### src/hw/rtl/twjsm_pkg.sv
// ----------------------------------------------------------------------------
// twjsm_pkg
// Shared types and constants of the two-wire JTAG slot master.
// ----------------------------------------------------------------------------
package twjsm_pkg;

  // Input mode codes. Zero is a tick, every other code is a command.
  localparam logic [2:0] ModeTick     = 3'd0;
  localparam logic [2:0] ModeResetTap = 3'd1;
  localparam logic [2:0] ModeIrShift8 = 3'd2;
  localparam logic [2:0] ModeDrShift16 = 3'd3;
  localparam logic [2:0] ModeDrShift20 = 3'd4;
  localparam logic [2:0] ModeSetTclk  = 3'd5;
  localparam logic [2:0] ModeClrTclk  = 3'd6;
  localparam logic [2:0] ModeStrobes  = 3'd7;

  // The operation register reuses the mode codes; zero means idle.
  localparam logic [2:0] OpIdle = 3'd0;

  localparam int unsigned WordWidth = 20;
  localparam int unsigned ClkWidth  = 5;

  // Bit positions of the first bit sent for each shift length.
  localparam int unsigned Msb8Bit  = 7;
  localparam int unsigned Msb16Bit = 15;
  localparam int unsigned Msb20Bit = 19;

  // One result transaction: the drive plan for one clock-low slot.
  typedef struct packed {
    logic                 level_at_fall;
    logic                 level_at_rise;
    logic                 line_driven;
    logic                 op_done;
    logic [WordWidth-1:0] captured_word;
  } twjsm_result_t;

endpackage

### src/hw/rtl/twjsm_out_buf.sv
// ----------------------------------------------------------------------------
// twjsm_out_buf
// Output register with a skid stage, so the slot logic keeps running while
// a finished result waits for the receiver.
// ----------------------------------------------------------------------------
module twjsm_out_buf (
  input  logic                    clk_i,
  input  logic                    rst_ni,
  input  logic                    push_i,
  input  twjsm_pkg::twjsm_result_t push_data_i,
  output logic                    full_o,
  output logic                    out_valid_o,
  input  logic                    out_stall_i,
  output twjsm_pkg::twjsm_result_t out_data_o
);
  import twjsm_pkg::*;

  logic          main_valid_q, main_valid_d;
  logic          skid_valid_q, skid_valid_d;
  twjsm_result_t main_q, main_d;
  twjsm_result_t skid_q, skid_d;
  logic          pop;

  assign pop = main_valid_q && !out_stall_i;

  // The producer only pushes while the skid stage is empty.
  always_comb begin
    main_valid_d = main_valid_q;
    skid_valid_d = skid_valid_q;
    main_d       = main_q;
    skid_d       = skid_q;
    if (pop) begin
      if (skid_valid_q) begin
        main_d       = skid_q;
        skid_valid_d = 1'b0;
      end else begin
        main_valid_d = push_i;
        main_d       = push_data_i;
      end
    end else if (push_i) begin
      if (!main_valid_q) begin
        main_valid_d = 1'b1;
        main_d       = push_data_i;
      end else begin
        skid_valid_d = 1'b1;
        skid_d       = push_data_i;
      end
    end
  end

  always_ff @(posedge clk_i or negedge rst_ni) begin
    if (!rst_ni) begin
      main_valid_q <= 1'b0;
      skid_valid_q <= 1'b0;
    end else begin
      main_valid_q <= main_valid_d;
      skid_valid_q <= skid_valid_d;
    end
  end

  always_ff @(posedge clk_i) begin
    main_q <= main_d;
    skid_q <= skid_d;
  end

  assign full_o      = skid_valid_q;
  assign out_valid_o = main_valid_q;
  assign out_data_o  = main_q;

endmodule

### src/hw/rtl/two_wire_jtag_slot_master.sv
// ----------------------------------------------------------------------------
// two_wire_jtag_slot_master
// Slot-level master for a two-wire JTAG link (clock plus one shared data line).
// ----------------------------------------------------------------------------
// Usage: the input channel carries commands and ticks. A command (TAP reset,
// IR shift of 8 bits, DR shift of 16 or 20 bits, set TCLK, clear TCLK, or a
// run of TCLK strobes) loads an operation and returns no result. Each later
// tick transaction yields one result transaction that describes one clock-low
// slot: the drive level at the clock fall, the level just before the rise,
// whether the master drives the line, a done flag on the last slot, and the
// captured TDO word on the last slot of a shift. A command sent while an
// operation is running is dropped, and a tick while idle is dropped too.
// Throughput is one transaction per cycle unless the input stalls; a tick's
// result is registered on its way out. The slot decode and state update are
// a single pass of logic between the operation registers and the output
// register. When the receiver stalls, a skid stage holds one more result, and
// only then does the input stall, so stalls back up without loss. Reset
// leaves the block idle with the kept TCLK level high and no pending result.
// ----------------------------------------------------------------------------
module two_wire_jtag_slot_master #(
  parameter int unsigned STROBE_COUNT_WIDTH = 16
) (
  input  logic                          clk_i,
  input  logic                          rst_ni,
  // Input channel
  input  logic                          in_valid_i,
  output logic                          in_stall_o,
  input  logic [2:0]                    mode_i,
  input  logic [19:0]                   shift_data_i,
  input  logic [STROBE_COUNT_WIDTH-1:0] strobe_count_i,
  input  logic                          line_sample_i,
  // Output channel
  output logic                          out_valid_o,
  input  logic                          out_stall_i,
  output logic                          level_at_fall_o,
  output logic                          level_at_rise_o,
  output logic                          line_driven_o,
  output logic                          op_done_o,
  output logic [19:0]                   captured_word_o
);
  import twjsm_pkg::*;

  // Operation state. The slot position is kept as a JTAG clock index and a
  // slot-within-clock index (0 TMS, 1 TDI, 2 released TDO).
  logic                          tclk_q, tclk_d;
  logic [2:0]                    op_q, op_d;
  logic [WordWidth-1:0]          shift_q, shift_d;
  logic [WordWidth-1:0]          cap_q, cap_d;
  logic [ClkWidth-1:0]           clk_cnt_q, clk_cnt_d;
  logic [1:0]                    sub_q, sub_d;
  logic [STROBE_COUNT_WIDTH-1:0] strobes_q, strobes_d;

  logic          in_acc;
  logic          busy;
  logic          is_cmd;
  logic          tick;
  logic          shift_op;
  logic          ldh_ok;
  logic          read_slot;
  logic          tms;
  logic          tdi;
  logic          msb_bit;
  logic          last_slot;
  logic [ClkWidth-1:0] last_clk;
  logic [ClkWidth-1:0] pre_n;
  logic [ClkWidth-1:0] end_n;
  twjsm_result_t res;
  twjsm_result_t out_data;
  logic          buf_full;

  assign in_stall_o = buf_full;
  assign in_acc     = in_valid_i && !in_stall_o;
  assign busy       = (op_q != OpIdle);
  assign is_cmd     = (mode_i != ModeTick);
  assign tick       = in_acc && !is_cmd && busy;
  assign shift_op   = (op_q == ModeIrShift8) || (op_q == ModeDrShift16) ||
                      (op_q == ModeDrShift20);
  assign ldh_ok     = (op_q == ModeSetTclk) || (op_q == ModeClrTclk) ||
                      (op_q == ModeStrobes);

  // Index of the final JTAG clock of each operation.
  always_comb begin
    unique case (op_q)
      ModeResetTap:  last_clk = ClkWidth'(6);
      ModeIrShift8:  last_clk = ClkWidth'(13);
      ModeDrShift16: last_clk = ClkWidth'(20);
      ModeDrShift20: last_clk = ClkWidth'(24);
      ModeStrobes:   last_clk = ClkWidth'(1);
      default:       last_clk = ClkWidth'(0);
    endcase
  end

  // Scan geometry: clocks before the data bits, and the clock after them.
  always_comb begin
    unique case (op_q)
      ModeIrShift8: begin
        pre_n   = ClkWidth'(4);
        end_n   = ClkWidth'(12);
        msb_bit = shift_q[Msb8Bit];
      end
      ModeDrShift16: begin
        pre_n   = ClkWidth'(3);
        end_n   = ClkWidth'(19);
        msb_bit = shift_q[Msb16Bit];
      end
      default: begin
        pre_n   = ClkWidth'(3);
        end_n   = ClkWidth'(23);
        msb_bit = shift_q[Msb20Bit];
      end
    endcase
  end

  // TMS and TDI for the current JTAG clock.
  always_comb begin
    tms       = 1'b0;
    tdi       = 1'b0;
    read_slot = 1'b0;
    if (op_q == ModeResetTap) begin
      tms = (clk_cnt_q < ClkWidth'(6));
      tdi = 1'b1;
    end else if (shift_op) begin
      if (clk_cnt_q < pre_n) begin
        // Walk from run-test/idle to the shift state.
        if (op_q == ModeIrShift8) begin
          tms = (clk_cnt_q < ClkWidth'(2));
        end else begin
          tms = (clk_cnt_q < ClkWidth'(1));
        end
        tdi = (clk_cnt_q == '0) ? tclk_q : 1'b1;
      end else if (clk_cnt_q < end_n) begin
        // Data bits; TMS rises on the last one to leave the shift state.
        tms       = (clk_cnt_q == end_n - ClkWidth'(1));
        tdi       = msb_bit;
        read_slot = 1'b1;
      end else if (clk_cnt_q == end_n) begin
        tms = 1'b1;
        tdi = 1'b1;
      end else begin
        tms = 1'b0;
        tdi = tclk_q;
      end
    end else begin
      // Set, clear, or one half of a strobe pair: TDI carries the new TCLK.
      tms = 1'b0;
      tdi = (op_q == ModeSetTclk) || ((op_q == ModeStrobes) && (clk_cnt_q == '0));
    end
  end

  assign last_slot = (sub_q == 2'd2) && (clk_cnt_q == last_clk);

  always_comb begin
    tclk_d    = tclk_q;
    op_d      = op_q;
    shift_d   = shift_q;
    cap_d     = cap_q;
    clk_cnt_d = clk_cnt_q;
    sub_d     = sub_q;
    strobes_d = strobes_q;

    res.level_at_fall = 1'b0;
    res.level_at_rise = 1'b0;
    res.line_driven   = 1'b1;
    res.op_done       = 1'b0;
    res.captured_word = '0;

    if (in_acc && is_cmd && !busy) begin
      op_d      = mode_i;
      clk_cnt_d = '0;
      sub_d     = '0;
      cap_d     = '0;
      shift_d   = shift_data_i;
      if (mode_i == ModeStrobes) begin
        strobes_d = strobe_count_i;
        if (strobe_count_i == '0) begin
          op_d = OpIdle;
        end
      end
    end else if (tick) begin
      unique case (sub_q)
        2'd0: begin
          // With TCLK high the TMS slot dips low and comes back high.
          if (ldh_ok && tclk_q) begin
            res.level_at_rise = 1'b1;
          end else begin
            res.level_at_fall = tms;
            res.level_at_rise = tms;
          end
        end
        2'd1: begin
          res.level_at_fall = tdi;
          res.level_at_rise = tdi;
          if (read_slot) begin
            shift_d = {shift_q[WordWidth-2:0], 1'b0};
          end
        end
        default: begin
          res.line_driven = 1'b0;
          if (read_slot) begin
            cap_d = {cap_q[WordWidth-2:0], line_sample_i};
          end
          if (ldh_ok) begin
            tclk_d = tdi;
          end
        end
      endcase

      if (!last_slot) begin
        if (sub_q == 2'd2) begin
          sub_d     = 2'd0;
          clk_cnt_d = clk_cnt_q + ClkWidth'(1);
        end else begin
          sub_d = sub_q + 2'd1;
        end
      end else begin
        clk_cnt_d = '0;
        sub_d     = '0;
        if (op_q == ModeStrobes) begin
          strobes_d = strobes_q - STROBE_COUNT_WIDTH'(1);
          if (strobes_q == STROBE_COUNT_WIDTH'(1)) begin
            res.op_done = 1'b1;
            op_d        = OpIdle;
          end
        end else begin
          res.op_done = 1'b1;
          op_d        = OpIdle;
          if (op_q == ModeDrShift20) begin
            // The 20-bit capture comes out with its low nibble on top.
            res.captured_word = {cap_q[3:0], cap_q[WordWidth-1:4]};
          end else if (shift_op) begin
            res.captured_word = cap_q;
          end
        end
      end
    end
  end

  always_ff @(posedge clk_i or negedge rst_ni) begin
    if (!rst_ni) begin
      tclk_q    <= 1'b1;
      op_q      <= OpIdle;
      shift_q   <= '0;
      cap_q     <= '0;
      clk_cnt_q <= '0;
      sub_q     <= '0;
      strobes_q <= '0;
    end else begin
      tclk_q    <= tclk_d;
      op_q      <= op_d;
      shift_q   <= shift_d;
      cap_q     <= cap_d;
      clk_cnt_q <= clk_cnt_d;
      sub_q     <= sub_d;
      strobes_q <= strobes_d;
    end
  end

  twjsm_out_buf u_out_buf (
    .clk_i       (clk_i),
    .rst_ni      (rst_ni),
    .push_i      (tick),
    .push_data_i (res),
    .full_o      (buf_full),
    .out_valid_o (out_valid_o),
    .out_stall_i (out_stall_i),
    .out_data_o  (out_data)
  );

  assign level_at_fall_o = out_data.level_at_fall;
  assign level_at_rise_o = out_data.level_at_rise;
  assign line_driven_o   = out_data.line_driven;
  assign op_done_o       = out_data.op_done;
  assign captured_word_o = out_data.captured_word;

  // An idle block always sits at the first slot of its next operation.
  a_idle_at_start: assert property (@(posedge clk_i) disable iff (!rst_ni)
    (op_q == OpIdle) |-> ((clk_cnt_q == '0) && (sub_q == 2'd0)))
    else $error("idle with a nonzero slot position");

  // The slot-within-clock index never reaches its unused code.
  a_sub_range: assert property (@(posedge clk_i) disable iff (!rst_ni)
    sub_q != 2'd3)
    else $error("slot index out of range");

  // A running strobe command always has at least one pair left.
  a_strobes_left: assert property (@(posedge clk_i) disable iff (!rst_ni)
    (op_q == ModeStrobes) |-> (strobes_q != '0))
    else $error("strobe command running with no pairs left");

  // The input only stalls while a result is waiting at the output.
  a_stall_has_result: assert property (@(posedge clk_i) disable iff (!rst_ni)
    in_stall_o |-> out_valid_o)
    else $error("input stalled with an empty output");

endmodule

### config.mk
export PLATFORM = sky130hd
export DESIGN_NAME = two_wire_jtag_slot_master
export DESIGN_NICKNAME = d
export VERILOG_FILES = /design/src/hw/rtl/twjsm_pkg.sv /design/src/hw/rtl/twjsm_out_buf.sv /design/src/hw/rtl/two_wire_jtag_slot_master.sv
export SDC_FILE = /design/constraint.sdc
export NUM_CORES = 1
export LEC_CHECK = 0
export ABC_AREA = 0
export BUFFER_PORTS_ARGS = -buffer_cell sky130_fd_sc_hd__buf_4
export CAP_MARGIN = 20
export CELL_PAD_IN_SITES_DETAIL_PLACEMENT = 0
export CELL_PAD_IN_SITES_GLOBAL_PLACEMENT = 1
export CORE_ASPECT_RATIO = 1.5
export CORE_MARGIN = 10
export CORE_UTILIZATION = 48
export CTS_BUF_LIST = sky130_fd_sc_hd__clkbuf_8
export DETAILED_ROUTE_END_ITERATION = 8
export GPL_TIMING_DRIVEN = 0
export PLACE_DENSITY = 0.85
export SYNTH_ARGS = -nofsm -noshare
export SYNTH_HDL_FRONTEND = slang
export SYNTH_SLANG_ARGS = --single-unit
export TNS_END_PERCENT = 50
### constraint.sdc
create_clock -name clk_i -period 3.7 [get_ports clk_i]
set_input_delay 0.37 -clock clk_i [delete_from_list [all_inputs] [get_ports clk_i]]
set_output_delay 0.37 -clock clk_i [all_outputs]
set_load 0.1 [all_outputs]
# After elaboration in Yosys (flattened, before gate mapping)
# Cells that the tools add are included.
# op_classes
n_addsub	4
mul	0
div	0
order_cmp	5
eq_ne	19
shifts	0
n_mux	70
n_bitwise	3
n_reduce_logical	42
# ops
operator	count
20-bit 2-to-1 mux	11
24-bit 2-to-1 mux	6
16-bit 2-to-1 mux	5
1-bit 2-to-1 mux	27
5-bit case mux with 5 select lines	1
3-bit 2-to-1 mux	8
21-bit 2-to-1 mux	1
5-bit 2-to-1 mux	4
16-bit by 1-bit equality test with 1-bit output, second input constant	1
16-bit zero test	1
16-bit by 1-bit subtractor with 16-bit output, second input constant	1
3-bit equality test, second input constant	5
5-bit equality test	3
2-bit nonzero test	7
3-bit AND reduction	4
5-bit less-than comparator	2
5-bit case mux with 2 select lines	1
1-bit logical AND	9
3-bit nonzero test	3
2-bit 2-to-1 mux	4
2-bit AND reduction	4
4-bit AND reduction	2
3-bit by 2-bit equality test with 1-bit output, second input constant	2
5-bit by 1-bit adder with 5-bit output, second input constant	1
other kinds (19)	30
# totals
ff_bits	117
latch_bits	0
mem_bits_rw	0
romBits	0
in_bits	44
out_inout_bits	26
wordCells	162
n_memories	0

# Logic depth before layout (Yosys ltp)
# depth
ltp_word	15
ltp_mapped	14
depth_no_buf	11

# Hierarchy
# From an unflattened synthesis, not the netlist that was laid out.
# hier_totals
cells_unflattened	606
area_unflattened_um2	6216.0
# modules_own_cells
module	instances	cells_per_inst	area_per_inst_um2	seq_area_each_um2
two_wire_jtag_slot_master	1	521	4294.1	1677.9
twjsm_out_buf	1	85	1921.8	1491.4

# Worst setup path after synthesis
# OpenSTA, ideal clock, no wires.
# synth_path
path_kind	reg2reg
from	register op_q[0]
to	register u_out_buf.main_q (netlist bit u_out_buf.out_data_o[23]), data pin
setup_ps	268
t_arrival_ps	2890
required_ps	3432
path_slack_ps	543
path_stages_with_launch	11
path_buffers	1
synth_period_minus_slack_ps	3157
path_cell_list	dfrtp_1 > buf_2 > or3b_2 > inv_1 > ha_1 > or3b_2 > a211oi_1 > nor4_1 > a2111oi_0 > or3_1 > o211ai_1
# synth_lines
element	line	text
start, declared	two_wire_jtag_slot_master.sv:46	logic [2:0] op_q, op_d;
start signal, assigned	two_wire_jtag_slot_master.sv:241	op_q <= OpIdle;
start signal, assigned	two_wire_jtag_slot_master.sv:249	op_q <= op_d;
end signal, assigned	twjsm_out_buf.sv:62	main_q <= main_d;
end, declared	twjsm_out_buf.sv:20	twjsm_result_t main_q, main_d;

==> results.yml <==
critical_path:
  crit_family: "compound AO/OA/AOI/OAI gates"
  worstSetupStartpointType: "flop"
  slowest_delay_ps: 570
  cp-end-kind: "flop"
  cp_common_cell: "or3b_2"
  cp_max_fo: 10
  cp_cell_sequence: "buf_2 > or3b_2 > inv_1 > ha_1 > or3b_2 > a211o_1 > a311oi_1 > o21ai_0 > a211oi_1 > o31ai_1"
  rr_worst_depth: 10
  worstPathArrival_ps: 3660
  path_buf_inv: 2
  slowest_stage: "or3b_2"
  crit_cells: 10
  crit_type: "flop to flop"
  required_ps: 3880
final_layout:
  nFillCells: 1117
  layout_commonest_cell: "buf_4"
  layout_common_cells: "buf_4 (72), dfrtp_1 (68), nand2_1 (58)"
  syn_to_final_growth_pct: 19.6
  drive_gt1_share_pct: 19.6
  fin_cells: 861
  nNetsFinal: 749
  postLayoutCoreUtil_pct: 59.1
  antenna_cells: 0
detailed_routing:
  routed_via_density: 5.95
  avgRoutedWirePerCell_um: 18.8
  drtIter0Drc: 280
  ant_nets: 0
  drt-pass1-iter-count: 5
  drc: 0
  drt-total-wl_um: 16100
  via_count: 5122
synthesis:
  ys_seq_area_share_pct: 51.0
  syn_inst: 602
  synth_top_area_cell: "dfrtp_1"
  synth_edf_count: 48
  synth_top_area_share_pct: 27.4
  avgSynthCellArea_um2: 10.3
  synth_cell_types: 66
  synth_area_leaders: "dfrtp_1 (27%), edfxtp_1 (23%), a21o_1 (4.6%)"
  ys_seq_elements: 117
  syn_nets: 659
  synth_area_mm2: 0.00621
  yosysWarnings: 0
  ys_async_sr_fraction_pct: 59.0
  synth_ff_type: "dfrtp_1"
floorplan:
  die_h_um: 159
  die_w_um: 113
  rows: 50
  die_area_mm2: 0.0180
  coreArea_mm2: 0.0126
  io_pins: 70
  initial_utilization_pct: 49.4
power:
  ir_drop_v: 0.000335
  powerDensity_mw_per_mm2: 586
  p_leak_nw: 3.25
global_routing:
  grt_pass1_vias: 5119
  grt_pass1_wl_um: 25500
  gr-total-overflow: 0
  grt_max_degree: 70
  grt_usage_pct: 17.2
  antenna_found_initial: 0
timing:
  setup_tns_ps: 0
  rsz0062_at_grt: "no"
  fin_skew_ps: 9.04
  timing.slew.headroom_pct: 41.0
  final.setup.worst_slack_ps: 219
  fin_crit_sh_pct: 94.1
  maxSlewViolCount: 0
  final.min_clock_period_ps: 3480
  hold_viol: 0
  fmax_mhz: 287
  tightest_slew_ps: 885
  setup_viol: 0
run_status:
  status: "finished clean"
clock_network:
  postCtsSetupRepairBufs: 0
  clkTransAtPathRegs_ps: 80
  cts_tree: "done"
  clock_latency_ps: 440
  cts.sinks: 117
  cts.path.max_buffers: 2
  h-tree-depth: 4
  root_buffer: "clkbuf_8"
  cts_inserted_buffers: 17
  hold_buffers: 0
  cts_resized: 0
placed_design:
  dpl.hpwl_um: 11800
  gp_congestion: 0.837
  post-place-ws_ps: 40.9
  place_inst: 828
  portBuffers: 69
hold_path:
  hold_path_class: "input port to asynchronous set/reset pin"
run:
  cap_violations: 0
==> final timing paths <==
kind	from	endpoint	slack (ps)
worst max-delay path	op_q[0]	u_out_buf.out_data_o[22]	220
worst min-delay path	rst_ni	strobes_q[7]	40
worst max register to register	op_q[0]	u_out_buf.out_data_o[22]	220
worst min register to register	shift_q[19]	shift_q[19]	480
max in group asynchronous	rst_ni	cap_q[17]	3070
min in group clk_i	shift_data_i[9]	shift_q[9]	140
==> state kept, by name (all words and copies together), names as in the netlist <==
register               count
cap_q                     20
clk_cnt_q                  5
op_q                       3
shift_q                   20
strobes_q                 16
sub_q                      2
tclk_q                     1
u_out_buf.full_o           1
u_out_buf.out_data_o      24
u_out_buf.out_valid_o      1
u_out_buf.skid_q          24
==> kinds of logic (layout without fill, tap and decap cells) <==
family                     count (synthesis)  in the layout  share of synthesized area [%]
xor gates and xnor gates                   6              6                          0.846
DFF                                      117            117                           51.0
adders and majority gates                 13             13                           2.62
buffers and inverters                     58            161                           4.05
and+or+nand+nor                          212            212                           18.4
muxes                                     24             24                           3.87
AOI/OAI and AO/OA                        172            172                           19.2
==> stage by stage <==
step,cell area (um^2),total power [mW],hold slack [ps]
detailed placement,6950,3.06,467
CTS,7380,4.34,65.9
global placement,6930,3.01,459
global route,7430,4.59,102
floorplan,6210,2.69,74.4
finish,7430,4.35,42.3
==> where the power goes <==
part | total, mW | internal (mW) | switching (mW)
Clock | 1.28 | 0.684 | 0.594
Combinational | 1.37 | 0.499 | 0.874
Sequential | 1.70 | 1.55 | 0.157
Total | 4.35 | 2.73 | 1.62
==> final cells by class <==
cell class,count,area (um^2),area share (%)
Clock inverter,15,198,2.66
Sequential cell,117,3170,42.6
Multi-Input combinational cell,427,2820,38.0
Clock buffer,17,234,3.15
Tap cell,156,195,2.63
Inverter,17,63.8,0.858
Timing Repair Buffer,71,561,7.54
Buffer,41,190,2.56
==> layer usage <==
metal	vias up	share of wire, %	global-route usage [%]
met5	-	0	0
met4	0	3.0	7.35
met3	35	5.6	4.33
met2	180	52	30.4
met1	2485	39	18.7
li1	2422	-	-
==> Yosys cell counts (5+ instances only) <==
cell      instances
nor3_1           22
nor2b_1           8
a22o_1           19
nand2_1          58
nand3_1          17
nor4_1           12
edfxtp_1         48
nor2_1           34
xor2_1            6
or4_1             5
buf_2             6
clkbuf_1         27
a21oi_1          40
o22ai_1           6
o21ai_0          20
mux2i_1          24
nand2b_1          7
a21o_1           38
ha_1             13
nor3b_1          11
inv_1            17
dfrtp_1          68
o211ai_1          7
or3_1            10
No activity file was read; power rests on OpenSTA's default activity.
